**src/hdl/clhd_pkg.sv**
```systemverilog
// shared types, codes and header strings for the content-length deframer
`default_nettype none

package clhd_pkg;

   typedef enum logic [6:0] {
      PH_KEY   = 7'b0000001,
      PH_LVAL  = 7'b0000010,
      PH_LTAIL = 7'b0000100,
      PH_TVAL  = 7'b0001000,
      PH_OTHER = 7'b0010000,
      PH_CR    = 7'b0100000,
      PH_BODY  = 7'b1000000
   } phase_type;

   typedef enum logic [1:0] {
      KIND_BODY  = 2'd0,
      KIND_EMPTY = 2'd1,
      KIND_ERROR = 2'd2
   } kind_type;

   typedef enum logic [2:0] {
      ERR_NONE      = 3'd0,
      ERR_DELIMITER = 3'd1,
      ERR_TYPE      = 3'd2,
      ERR_KEY       = 3'd3,
      ERR_NO_LENGTH = 3'd4,
      ERR_LENGTH    = 3'd5
   } error_type;

   localparam logic [7:0] CHAR_CR    = 8'h0d;
   localparam logic [7:0] CHAR_LF    = 8'h0a;
   localparam logic [7:0] CHAR_COLON = 8'h3a;
   localparam logic [7:0] CHAR_SPACE = 8'h20;
   localparam logic [7:0] CHAR_TAB   = 8'h09;
   localparam logic [7:0] CHAR_ZERO  = 8'h30;
   localparam logic [7:0] CHAR_NINE  = 8'h39;

   localparam int KEY_LEN_SIZE    = 14;
   localparam int KEY_TYPE_SIZE   = 12;
   localparam int TYPE_VALUE_SIZE = 40;

   localparam logic [8*KEY_LEN_SIZE-1:0]    KEY_LEN_TEXT  = "Content-Length";
   localparam logic [8*KEY_TYPE_SIZE-1:0]   KEY_TYPE_TEXT = "Content-Type";
   localparam logic [8*TYPE_VALUE_SIZE-1:0] TYPE_VALUE_TEXT =
      {"application/vs", "code-jsonrpc;charset=utf-8"};

   // position 63 is the saturated match position
   localparam logic [5:0] POS_MAX = 6'd63;

   function automatic logic len_key_hit(input logic [5:0] pos, input logic [7:0] b);
      logic hit;
      hit = 1'b0;
      if (pos < 6'(KEY_LEN_SIZE)) begin
         hit = (KEY_LEN_TEXT[8*(KEY_LEN_SIZE-1-int'(pos)) +: 8] == b);
      end
      return hit;
   endfunction

   function automatic logic type_key_hit(input logic [5:0] pos, input logic [7:0] b);
      logic hit;
      hit = 1'b0;
      if (pos < 6'(KEY_TYPE_SIZE)) begin
         hit = (KEY_TYPE_TEXT[8*(KEY_TYPE_SIZE-1-int'(pos)) +: 8] == b);
      end
      return hit;
   endfunction

   function automatic logic type_value_hit(input logic [5:0] pos, input logic [7:0] b);
      logic hit;
      hit = 1'b0;
      if (pos < 6'(TYPE_VALUE_SIZE)) begin
         hit = (TYPE_VALUE_TEXT[8*(TYPE_VALUE_SIZE-1-int'(pos)) +: 8] == b);
      end
      return hit;
   endfunction

endpackage

`default_nettype wire

```
**src/hdl/content_length_header_deframer_top.sv**
```systemverilog
// content-length header deframer: header line parser and body byte passer
//
//   channel   direction   handshake             payload
//   req       in          req_valid/req_ready   req_in_byte
//   rsp       out         rsp_valid/rsp_ready   rsp_kind, rsp_body_byte, rsp_last,
//                                               rsp_error_code
//
// one byte per cycle while req_ready is high: the parser state and any result are
// registered at the same edge that takes a request, the result into the single output register
// req_ready is low during reset and while that output register holds a result not yet taken
// header bytes and line ends give no result unless they close an error or an empty message
// synchronous active-high reset returns the parser to header start
`default_nettype none

module content_length_header_deframer_top #(
   parameter int LENGTH_BITS = 24
) (
   input  wire logic       clock,
   input  wire logic       reset,
   input  wire logic       req_valid,
   output logic            req_ready,
   input  wire logic [7:0] req_in_byte,
   output logic            rsp_valid,
   input  wire logic       rsp_ready,
   output logic [1:0]      rsp_kind,
   output logic [7:0]      rsp_body_byte,
   output logic            rsp_last,
   output logic [2:0]      rsp_error_code
);

   localparam int PROD_BITS = LENGTH_BITS + 4;

   clhd_pkg::phase_type phase_ff, phase_in, cur_phase;
   logic                   has_bytes_ff, has_bytes_in, cur_has_bytes;
   logic [5:0]             pos_ff, pos_in, cur_pos;
   logic [1:0]             cand_ff, cand_in, cur_cand;
   logic                   value_ok_ff, value_ok_in, cur_value_ok;
   logic                   digits_ff, digits_in, cur_digits;
   logic [LENGTH_BITS-1:0] acc_ff, acc_in;
   logic                   found_ff, found_in;
   logic [LENGTH_BITS-1:0] remain_ff, remain_in;

   logic                   rsp_valid_ff;
   logic [1:0]             rsp_kind_ff, rsp_kind_in;
   logic [7:0]             rsp_body_byte_ff, rsp_body_byte_in;
   logic                   rsp_last_ff, rsp_last_in;
   logic [2:0]             rsp_error_code_ff, rsp_error_code_in;

   logic                   accept;
   logic                   emit;
   logic [7:0]             b;
   logic [PROD_BITS-1:0]   acc_next;
   logic                   is_digit;
   logic                   is_blank;

   assign req_ready = !reset && (!rsp_valid_ff || rsp_ready);
   assign accept    = req_valid && req_ready;
   assign b         = req_in_byte;

   assign is_digit = (b >= clhd_pkg::CHAR_ZERO) && (b <= clhd_pkg::CHAR_NINE);
   assign is_blank = (b == clhd_pkg::CHAR_SPACE) || (b == clhd_pkg::CHAR_TAB);
   // acc * 10 + digit as shift-add
   assign acc_next = {1'b0, acc_ff, 3'b000} + {3'b000, acc_ff, 1'b0}
                     + PROD_BITS'(b[3:0]);

   // line registers as the line parser sees them; stray phase codes start a new line
   always_comb begin
      case (phase_ff)
         clhd_pkg::PH_KEY, clhd_pkg::PH_LVAL, clhd_pkg::PH_LTAIL,
         clhd_pkg::PH_TVAL, clhd_pkg::PH_OTHER: begin
            cur_phase     = phase_ff;
            cur_has_bytes = has_bytes_ff;
            cur_pos       = pos_ff;
            cur_cand      = cand_ff;
            cur_value_ok  = value_ok_ff;
            cur_digits    = digits_ff;
         end
         default: begin
            cur_phase     = clhd_pkg::PH_KEY;
            cur_has_bytes = 1'b0;
            cur_pos       = '0;
            cur_cand      = 2'b11;
            cur_value_ok  = 1'b1;
            cur_digits    = 1'b0;
         end
      endcase
   end

   always_comb begin
      phase_in          = phase_ff;
      has_bytes_in      = has_bytes_ff;
      pos_in            = pos_ff;
      cand_in           = cand_ff;
      value_ok_in       = value_ok_ff;
      digits_in         = digits_ff;
      acc_in            = acc_ff;
      found_in          = found_ff;
      remain_in         = remain_ff;
      emit              = 1'b0;
      rsp_kind_in       = clhd_pkg::KIND_BODY;
      rsp_body_byte_in  = '0;
      rsp_last_in       = 1'b0;
      rsp_error_code_in = clhd_pkg::ERR_NONE;

      if (accept) begin
         case (phase_ff)
            clhd_pkg::PH_BODY: begin
               emit             = 1'b1;
               rsp_kind_in      = clhd_pkg::KIND_BODY;
               rsp_body_byte_in = b;
               rsp_last_in      = (remain_ff <= LENGTH_BITS'(1));
               if (remain_ff <= LENGTH_BITS'(1)) begin
                  phase_in     = clhd_pkg::PH_KEY;
                  has_bytes_in = 1'b0;
                  pos_in       = '0;
                  cand_in      = 2'b11;
                  value_ok_in  = 1'b1;
                  digits_in    = 1'b0;
                  acc_in       = '0;
                  found_in     = 1'b0;
                  remain_in    = '0;
               end else begin
                  remain_in = remain_ff - LENGTH_BITS'(1);
               end
            end

            clhd_pkg::PH_CR: begin
               // header start unless the line just ended cleanly or a body follows
               phase_in     = clhd_pkg::PH_KEY;
               has_bytes_in = 1'b0;
               pos_in       = '0;
               cand_in      = 2'b11;
               value_ok_in  = 1'b1;
               digits_in    = 1'b0;
               if (b != clhd_pkg::CHAR_LF) begin
                  emit              = 1'b1;
                  rsp_kind_in       = clhd_pkg::KIND_ERROR;
                  rsp_error_code_in = clhd_pkg::ERR_DELIMITER;
                  acc_in            = '0;
                  found_in          = 1'b0;
                  remain_in         = '0;
               end else if (has_bytes_ff) begin
                  if (pos_ff != '0) begin
                     emit              = 1'b1;
                     rsp_kind_in       = clhd_pkg::KIND_ERROR;
                     rsp_error_code_in = pos_ff[2:0];
                     acc_in            = '0;
                     found_in          = 1'b0;
                     remain_in         = '0;
                  end
               end else if (!found_ff) begin
                  emit              = 1'b1;
                  rsp_kind_in       = clhd_pkg::KIND_ERROR;
                  rsp_error_code_in = clhd_pkg::ERR_NO_LENGTH;
                  acc_in            = '0;
                  remain_in         = '0;
               end else if (acc_ff == '0) begin
                  emit        = 1'b1;
                  rsp_kind_in = clhd_pkg::KIND_EMPTY;
                  rsp_last_in = 1'b1;
                  found_in    = 1'b0;
                  remain_in   = '0;
               end else begin
                  remain_in = acc_ff;
                  phase_in  = clhd_pkg::PH_BODY;
               end
            end

            default: begin
               phase_in     = cur_phase;
               has_bytes_in = 1'b1;
               pos_in       = cur_pos;
               cand_in      = cur_cand;
               value_ok_in  = cur_value_ok;
               digits_in    = cur_digits;
               if (b == clhd_pkg::CHAR_CR) begin
                  // line verdict parks in the match position until the lf
                  has_bytes_in = cur_has_bytes;
                  phase_in     = clhd_pkg::PH_CR;
                  case (cur_phase)
                     clhd_pkg::PH_KEY: begin
                        pos_in = cur_has_bytes ? 6'(clhd_pkg::ERR_KEY)
                                               : 6'(clhd_pkg::ERR_NONE);
                     end
                     clhd_pkg::PH_LVAL, clhd_pkg::PH_LTAIL: begin
                        if (!cur_digits || !cur_value_ok) begin
                           pos_in = 6'(clhd_pkg::ERR_LENGTH);
                        end else begin
                           pos_in   = 6'(clhd_pkg::ERR_NONE);
                           found_in = 1'b1;
                        end
                     end
                     clhd_pkg::PH_TVAL: begin
                        pos_in = (cur_value_ok && cur_pos == 6'(clhd_pkg::TYPE_VALUE_SIZE))
                                 ? 6'(clhd_pkg::ERR_NONE) : 6'(clhd_pkg::ERR_TYPE);
                     end
                     default: begin
                        pos_in = 6'(clhd_pkg::ERR_KEY);
                     end
                  endcase
               end else begin
                  case (cur_phase)
                     clhd_pkg::PH_KEY: begin
                        if (b == clhd_pkg::CHAR_COLON) begin
                           pos_in = '0;
                           if (cur_cand[0] && cur_pos == 6'(clhd_pkg::KEY_LEN_SIZE)) begin
                              phase_in    = clhd_pkg::PH_LVAL;
                              acc_in      = '0;
                              digits_in   = 1'b0;
                              value_ok_in = 1'b1;
                           end else if (cur_cand[1] &&
                                        cur_pos == 6'(clhd_pkg::KEY_TYPE_SIZE)) begin
                              phase_in    = clhd_pkg::PH_TVAL;
                              value_ok_in = 1'b1;
                           end else begin
                              phase_in = clhd_pkg::PH_OTHER;
                           end
                        end else begin
                           cand_in[0] = cur_cand[0] && clhd_pkg::len_key_hit(cur_pos, b);
                           cand_in[1] = cur_cand[1] && clhd_pkg::type_key_hit(cur_pos, b);
                           if (cur_pos < clhd_pkg::POS_MAX) begin
                              pos_in = cur_pos + 6'd1;
                           end
                        end
                     end
                     clhd_pkg::PH_LVAL: begin
                        if (is_digit) begin
                           digits_in = 1'b1;
                           if (cur_value_ok) begin
                              if (acc_next[PROD_BITS-1:LENGTH_BITS] != '0) begin
                                 value_ok_in = 1'b0;
                              end else begin
                                 acc_in = acc_next[LENGTH_BITS-1:0];
                              end
                           end
                        end else if (cur_digits || !is_blank) begin
                           phase_in = clhd_pkg::PH_LTAIL;
                        end
                     end
                     clhd_pkg::PH_TVAL: begin
                        value_ok_in = cur_value_ok && clhd_pkg::type_value_hit(cur_pos, b);
                        if (cur_pos < clhd_pkg::POS_MAX) begin
                           pos_in = cur_pos + 6'd1;
                        end
                     end
                     default: begin
                        pos_in = cur_pos;
                     end
                  endcase
               end
            end
         endcase
      end
   end

   always_ff @(posedge clock) begin
      if (reset) begin
         phase_ff     <= clhd_pkg::PH_KEY;
         has_bytes_ff <= 1'b0;
         pos_ff       <= '0;
         cand_ff      <= 2'b11;
         value_ok_ff  <= 1'b1;
         digits_ff    <= 1'b0;
         acc_ff       <= '0;
         found_ff     <= 1'b0;
         remain_ff    <= '0;
         rsp_valid_ff <= 1'b0;
      end else begin
         phase_ff     <= phase_in;
         has_bytes_ff <= has_bytes_in;
         pos_ff       <= pos_in;
         cand_ff      <= cand_in;
         value_ok_ff  <= value_ok_in;
         digits_ff    <= digits_in;
         acc_ff       <= acc_in;
         found_ff     <= found_in;
         remain_ff    <= remain_in;
         if (!rsp_valid_ff || rsp_ready) begin
            rsp_valid_ff <= accept && emit;
         end
      end
   end

   always_ff @(posedge clock) begin
      if (accept && emit) begin
         rsp_kind_ff       <= rsp_kind_in;
         rsp_body_byte_ff  <= rsp_body_byte_in;
         rsp_last_ff       <= rsp_last_in;
         rsp_error_code_ff <= rsp_error_code_in;
      end
   end

   assign rsp_valid      = rsp_valid_ff;
   assign rsp_kind       = rsp_kind_ff;
   assign rsp_body_byte  = rsp_body_byte_ff;
   assign rsp_last       = rsp_last_ff;
   assign rsp_error_code = rsp_error_code_ff;

endmodule

`default_nettype wire

```
**config.mk**
```make
export PLATFORM = sky130hd
export DESIGN_NAME = content_length_header_deframer_top
export DESIGN_NICKNAME = d
export VERILOG_FILES = /design/src/hdl/clhd_pkg.sv /design/src/hdl/content_length_header_deframer_top.sv
export SDC_FILE = /design/constraint.sdc
export NUM_CORES = 1
export LEC_CHECK = 0
export BUFFER_PORTS_ARGS = -buffer_cell sky130_fd_sc_hd__buf_4
export CAP_MARGIN = 30
export CORE_ASPECT_RATIO = 0.8
export CORE_MARGIN = 2
export CORE_UTILIZATION = 50
export CTS_CLUSTER_SIZE = 16
export DETAILED_ROUTE_END_ITERATION = 16
export HOLD_SLACK_MARGIN = 0.05
export PLACE_DENSITY = 0.67
export SYNTH_ARGS = -nofsm -noshare
export SYNTH_HDL_FRONTEND = slang
export SYNTH_SLANG_ARGS = --single-unit
```
**constraint.sdc**
```tcl
create_clock -name clock -period 10.75 [get_ports clock]
set_clock_uncertainty 0.2 [all_clocks]
set_input_delay 2.15 -clock clock [delete_from_list [all_inputs] [get_ports clock]]
set_output_delay 2.15 -clock clock [all_outputs]
set_load 0.01 [all_outputs]
```
==> metrics.md, run 1 <==
| Metric | Value |
|---|---|
| Status | completed |
| Post-Route WL | 24000 um |
| Syn Nets | 1117 |
| Vias in the first global route | 7236 |
| Hold crit path type | reg2reg |
| Pwr dens | 85.5 nW/um^2 |
| Slew margin rel. | between 30% and 40% |
| Count leader, synth | nor2_1 |
| #FFs+latches synth | 82 |
| # IOs | 28 |
| Synth Area in Compound Gates | 29.5% |
| Worst-margin pin slew | approximately 1000 ps |
| Gr usage total | 28.1% |
| R2R depth | 16 |
| Post-synthesis mux area share | 0.676% |
| Worst Path Max Fanout | 23 |
| Crit. End Element | flop |
| Area contributors post-synth | dfxtp_1 (17%), ha_1 (9.1%), nor2_1 (5.7%), edfxtp_1 (5.3%), nand2_1 (4.9%) |
| HPWL after DPL | roughly 17000 um |
| RR Startpoint | phase_ff[2] |
| Ys flop type | dfxtp_1 |
| Dominant cell type by area after synthesis | dfxtp_1 |
| Post-synth EDFFs | 14 |
| Initial antenna violation count | 0 |
| Worst skew pair latency | between 300 and 400 ps |
| Post-synth top cells | nor2_1 (120), nand2_1 (104), a21oi_1 (71), dfxtp_1 (68), o21ai_0 (66) |
| Finished Cell Area | 8450 um^2 |
| Rows | between 40 and 50 |
| Largest net degree at the start of global routing | between 40 and 50 |
| Post-synth cell types | 98 |
| NumNets Final | approximately 1100 |
| Cells after Synth | ~1000 |
| PortBufs | 27 |
| Hold_buf cts | 0 |
| # H-tree levels | 3 |
| # diodes | 0 |
| Worst setup SP type | primary input |
| Reg clk slew, reported paths | 60 ps |
| Setup Viol. Count Final | 0 |
| Hold depth | 2 |
| GRT overflow | 0 |
| Hold Path End | rsp_valid |
| F_max | 178 MHz |
| Clock buffer count from CTS | 9 |
| Post-synthesis adder-cell area fraction | 9.62% |
| Per-cell routed wire length | 19.3 um |
| Largest family of logic cells by synthesized area | compound AO/OA/AOI/OAI gates |
| Antenna-violating nets left | 0 |
| FF-to-FF End | value_ok_ff |
| Final Cycle Share | 52.4% |
| Die height | 117 um |
| R2r setup slk | 5300 ps |
| Total negative slack | 0 ps |
| Placer Congestion | between 0.9 and 1 |
| Drt pass-1 iters | 5 |
| TritonCTS Sinks | 82 |
| Synth-to-Final Area Change | 6.19% |
| Max-Cap Viols | 0 |
| Ys async rst share | 0% |
| Area of placed instances | about 8200 um^2 |
| Final setup margin | 5120 ps |
| Syn. warnings | 0 |
| Via density | 6.49 |
| Hold wc startpoint | rsp_valid |
| Post-route DRC | 0 |
| Synth Cell Area | 7960 um^2 |
| Crit path DAT | 5720 ps |
| CTS tree | yes |
| Post-Synth XOR/XNOR Area | 4.61% |
| Post-CTS sizing | 0 |
| Drt first-iter violations | 1008 |
| Synth Area in Simple Gates | between 20% and 30% |
| First-pass GRT wire length | 38700 um |
| Final hold slack | 298 ps |
| CTS Buffer Depth | 2 |
| Peak VDD IR | between 0.07 and 0.08 mV |
| Fillers | 1505 |
| Area share of the largest cell type after synthesis | between 15 and 20% |
| Final hold violations | 0 |
| Req. time, crit path | 10840 ps |
| Initial core utilization | about half |
| Core area | 15700 um^2 |
| Die Wd | ~150 um |
| Routed via count | about 8000 |
| Layout cells sized above 1 | 8.46% |
| CTS root buf | clkbuf_16 |
| Die ar. | 17000 um^2 |
| Min Tclk post-route | 5630 ps |
| RSZ-0062 raised after global routing | no |
| WS Path Type | in2reg |
| Worst slack at placement | 4790 ps |
| Register area share after synthesis | 22.4% |
| Avg Cell Area, Syn | between 7 and 8 um^2 |
| Leak pwr | 3.38 nW |
| Final slew viol count | 0 |
| Post CTS Setup Buffer Count | 0 |
## worst max-delay path: stages
cell	delay (ps)
buf_4	170
fa_1	510
ha_1	310
a21oi_1	200
and4b_1	250
o31a_1	330
o22ai_2	260
o22ai_1	130
nand4b_1	190
a21o_1	250
nor3b_4	730
a22o_1	230
## worst max-delay path by stage
| stage | from | end | slack, ps | cells after the start |
|---|---|---|---|---|
| global placement | req_in_byte[3] | acc_ff[17] | 4860 | 12 |
| finish | req_in_byte[3] | acc_ff[18] | 5120 | 12 |
| CTS | req_in_byte[3] | acc_ff[18] | 5150 | 12 |
| detailed placement | req_in_byte[3] | acc_ff[2] | 4790 | 12 |
| global route | req_in_byte[3] | acc_ff[0] | 4800 | 12 |
| floorplan | req_in_byte[3] | acc_ff[0] | 5550 | 12 |
## routing by layer
metal	global-route usage, %	vias to the layer above	share of wire (%)	routed length, um
li1	-	3863	-	-
met1	42.6	3823	50	11900
met2	41.1	362	40	9670
met3	5.70	21	9.2	2210
met4	6.21	0	0.91	218
met5	0	-	0	0
## registers in the layout, indices dropped and copies added (netlist names)
register and cells:
acc_ff 24, cand_ff 2, digits_ff 1, found_ff 1, has_bytes_ff 1, phase_ff 7
pos_ff 6, remain_ff 24, rsp_body_byte 8, rsp_error_code 3, rsp_kind 2, rsp_last 1
rsp_valid 1, value_ok_ff 1
## cell type report
type / instances / area (um^2) / area share, %
inverter: 32 / 120 / 1.42
timing repair buffer: 36 / 287 / 3.39
clock buffer: 11 / 233 / 2.75
sequential: 82 / 1780 / 21.1
tap: 215 / 269 / 3.18
multi-input combinational: 863 / 5730 / 67.8
clock inverter: 4 / 28.8 / 0.340
## where the power goes
part           total (mW)  internal [mW]  leakage, nW  switching, mW
registers           0.315          0.313        0.666        0.00198
clock network       0.283          0.156        0.130          0.128
logic               0.124         0.0436         2.59         0.0801
## logic make-up after synthesis
logic type | count (synthesis)
adder cells (fa/ha/maj) | 60
flip-flops | 82
AO/OA/AOI/OAI | 337
AND/OR/NAND/NOR | 420
XOR/XNOR | 41
multiplexers | 5
buffers and inverters | 100
## placed cells by master (no fill, tap or decap), types with 22 or more instances in the layout
master   count
nand3_1     23
dfxtp_1     68
a22o_1      28
a21oi_1     70
o21ai_0     66
nor2b_1     23
xnor2_1     28
inv_1       31
ha_1        58
nor3_1      22
buf_4       34
a22oi_1     31
nand2_1    104
nor2_1     120
## through the flow
| step | utilization [%] | power [mW] | std cells |
|---|---|---|---|
| 6_report | 53.8 | 0.722 | 1243 |
| 5_1_grt | 53.8 | 0.746 | 1243 |
| 4_1_cts | 53.8 | 0.719 | 1243 |
| 3_5_place_dp | 52.2 | 0.442 | 1228 |
| 3_3_place_gp | 52.0 | 0.441 | 1226 |
| 2_1_floorplan | - | 0.412 | 1045 |
No activity file was read; power rests on OpenSTA's default activity.
==> run 2: changes to the inputs <==
PLACE_DENSITY = 0.69   (was 0.67)
clock period = 4.8 ns   (was 10.75 ns; I/O delays follow)
==> run 2 against run 1 <==
  * Sequential share of layout area decreased by 0.29 points
  * Largest cell class unchanged
  * Critical path depth increased by 4
  * Final cell count increased by 0.97%
  * Critical endpoint is now cand_ff[0]
==> metrics.md, run 2 (synthesized netlist as in run 1, its figures left out) <==
| Metric | Value |
|---|---|
| Status | completed |
| Layout cells sized above 1 | 9.62% |
| Worst setup SP type | flop |
| Net Sw Power | 0.486 mW |
| Setup Viol. Count Final | 0 |
| Worst-margin pin slew | 911 ps |
| WS Path Type | reg2reg |
| Final hold violations | 0 |
| Gr usage total | 27.9% |
| Routed via count | ~8100 |
| Synth-to-Final Area Change | 7.65% |
| Register share of total power | 43.5% |
| Max-Cap Viols | 0 |
| Non-filler cells in the finished layout | approximately 1300 |
| Rows | 41 |
| Clock share of power | 40.1% |
| R2R depth | 16 |
| CP endpoint | cand_ff[0] |
| RSZ-0062 raised after global routing | no |
| Crit. End Element | flop |
| Core area | between 15000 and 20000 um^2 |
| Req. time, crit path | 4830 ps |
| NumNets Final | 1107 |
| Worst slack at placement | 404 ps |
| # H-tree levels | 3 |
| R2r setup slk | 370 ps |
| Combinational fraction of design power | 16.4% |
| Antenna-violating nets left | 0 |
| Multi-input logic area | 5730 um^2 |
| Inst Count DP | 1239 |
| Fillers | 1530 |
| Die Wd | 145 um |
| Final setup margin | 369 ps |
| GRT overflow | 0 |
| Placer Congestion | 0.993 |
| CP Launch Point | phase_ff[1] |
| Slew margin rel. | 38.9% |
| PortBufs | 27 |
| Leak pwr | roughly 3.5 nW |
| Crit path DAT | 4460 ps |
| Crit-path slowest cell | dfxtp_1 |
| Initial antenna violation count | 0 |
| Post CTS Setup Buffer Count | 0 |
| Internal cell power | about 1.2 mW |
| CP Cell Sequence | nor2b_1 > a221oi_4 > o21ai_2 > buf_4 > nand2_1 > inv_1 > ha_1 > inv_1 > a21oi_1 > nor2_1 > o21bai_1 > a21oi_2 > nand4b_1 > o311a_1 > a31oi_1 > a311o_1 |
| # diodes | 0 |
| # IOs | 28 |
| Die ar. | roughly 17000 um^2 |
| Switching Fraction | ~30% |
| F_max | 226 MHz |
| Most frequent cells in the layout | nor2_1 (120), nand2_1 (104), a21oi_1 (70) |
| RR Startpoint | phase_ff[1] |
| FF-to-FF End | cand_ff[0] |
| Worst skew pair latency | 340 ps |
| Die height | 117 um |
| Commonest non-fill, non-tap cell in the layout | nor2_1 |
| Post-Route WL | 23600 um |
| Peak VDD IR | 0.163 mV |
| CTS Buffer Depth | 2 |
| Clock buffer count from CTS | 9 |
| Power Total | 1.64 mW |
| Final slew viol count | 0 |
| Reg clk slew, reported paths | roughly 70 ps |
| CP max stage delay | roughly 560 ps |
| Total negative slack | 0 ps |
| Post-route DRC | 0 |
| Hold_buf cts | 0 |
| Area of placed instances | 8290 um^2 |
| Drt first-iter violations | approximately 1100 |
| Post-CTS sizing | 0 |
| Via density | 6.42 |
| Vias in the first global route | just over 7000 |
| TritonCTS Sinks | 82 |
| Largest net degree at the start of global routing | 46 |
| Register area | 1780 um^2 |
| Min Tclk post-route | ~4400 ps |
| Drt pass-1 iters | 7 |
| Final Cycle Share | 92.3% |
| CTS tree | yes |
| CTS root buf | clkbuf_16 |
| HPWL after DPL | 17800 um |
| Pwr dens | about 190 nW/um^2 |
| Initial core utilization | 50.7% |
| Finished Cell Area | 8570 um^2 |
| CP dominant cell by count | inv_1 |
| First-pass GRT wire length | 38400 um |
| Worst Path Max Fanout | 40 |
| Per-cell routed wire length | 18.8 um |
| Hold crit path type | reg2reg |
[run 2: changes by cell type in the layout (fill, tap and decap cells not counted)]
cell,change
buf_16,+1
buf_4,+10
clkbuf_1,-2
clkinv_1,+1
inv_6,+2
[run 2: per-layer routing]
| metal | track usage, % | vias to the layer above | wire (um) |
|---|---|---|---|
| met5 | 0 | - | 0 |
| met4 | 5.88 | 0 | 291 |
| met3 | 6.51 | 28 | 2530 |
| met2 | 40.0 | 396 | 9400 |
| met1 | 42.4 | 3756 | 11400 |
| li1 | - | 3876 | - |
[run 2: worst max-delay path, delay by kind of cell (launching register included)]
kind,cells,cell delay [ps]
AND/OR/NAND/NOR,4,800
AO/OA/AOI/OAI,8,1620
adder cells (fa/ha/maj),1,460
flip-flops,1,560
buffers and inverters,3,680
[run 2: layout make-up]
| type | count | area share [%] |
|---|---|---|
| Clock buffer | 9 | 2.63 |
| Clock inverter | 7 | 0.584 |
| Inverter | 32 | 1.40 |
| Multi-Input combinational cell | 863 | 66.9 |
| Sequential cell | 82 | 20.8 |
| Tap cell | 215 | 3.14 |
| Timing Repair Buffer | 47 | 4.54 |
[run 2: how the worst min path moves through the flow]
stage / start / slack [ps] / endpoint / depth (start not counted)
global route: rsp_valid / 320 / rsp_valid / 2
CTS: rsp_valid / 310 / rsp_valid / 2
floorplan: remain_ff[22] / 270 / remain_ff[22] / 2
detailed placement: remain_ff[22] / 290 / remain_ff[22] / 2
global placement: rsp_valid / 290 / rsp_valid / 2
finish: remain_ff[22] / 310 / remain_ff[22] / 2
[run 2: per-stage QoR]
stage	utilization [%]	hold WS (ps)
5_1_grt	54.6	323
4_1_cts	54.6	306
2_1_floorplan	-	266
3_3_place_gp	52.6	289
6_report	54.6	306
3_5_place_dp	52.8	294
[run 2: power groups by stage]
stage / Sequential [mW] / Combinational, mW / Clock (mW)
after floorplan: 0.720 / 0.204 / 0
after global placement: 0.730 / 0.260 / 0
after detailed placement: 0.730 / 0.261 / 0
after CTS: 0.714 / 0.262 / 0.663
after global routing: 0.715 / 0.292 / 0.687
final: 0.715 / 0.269 / 0.658
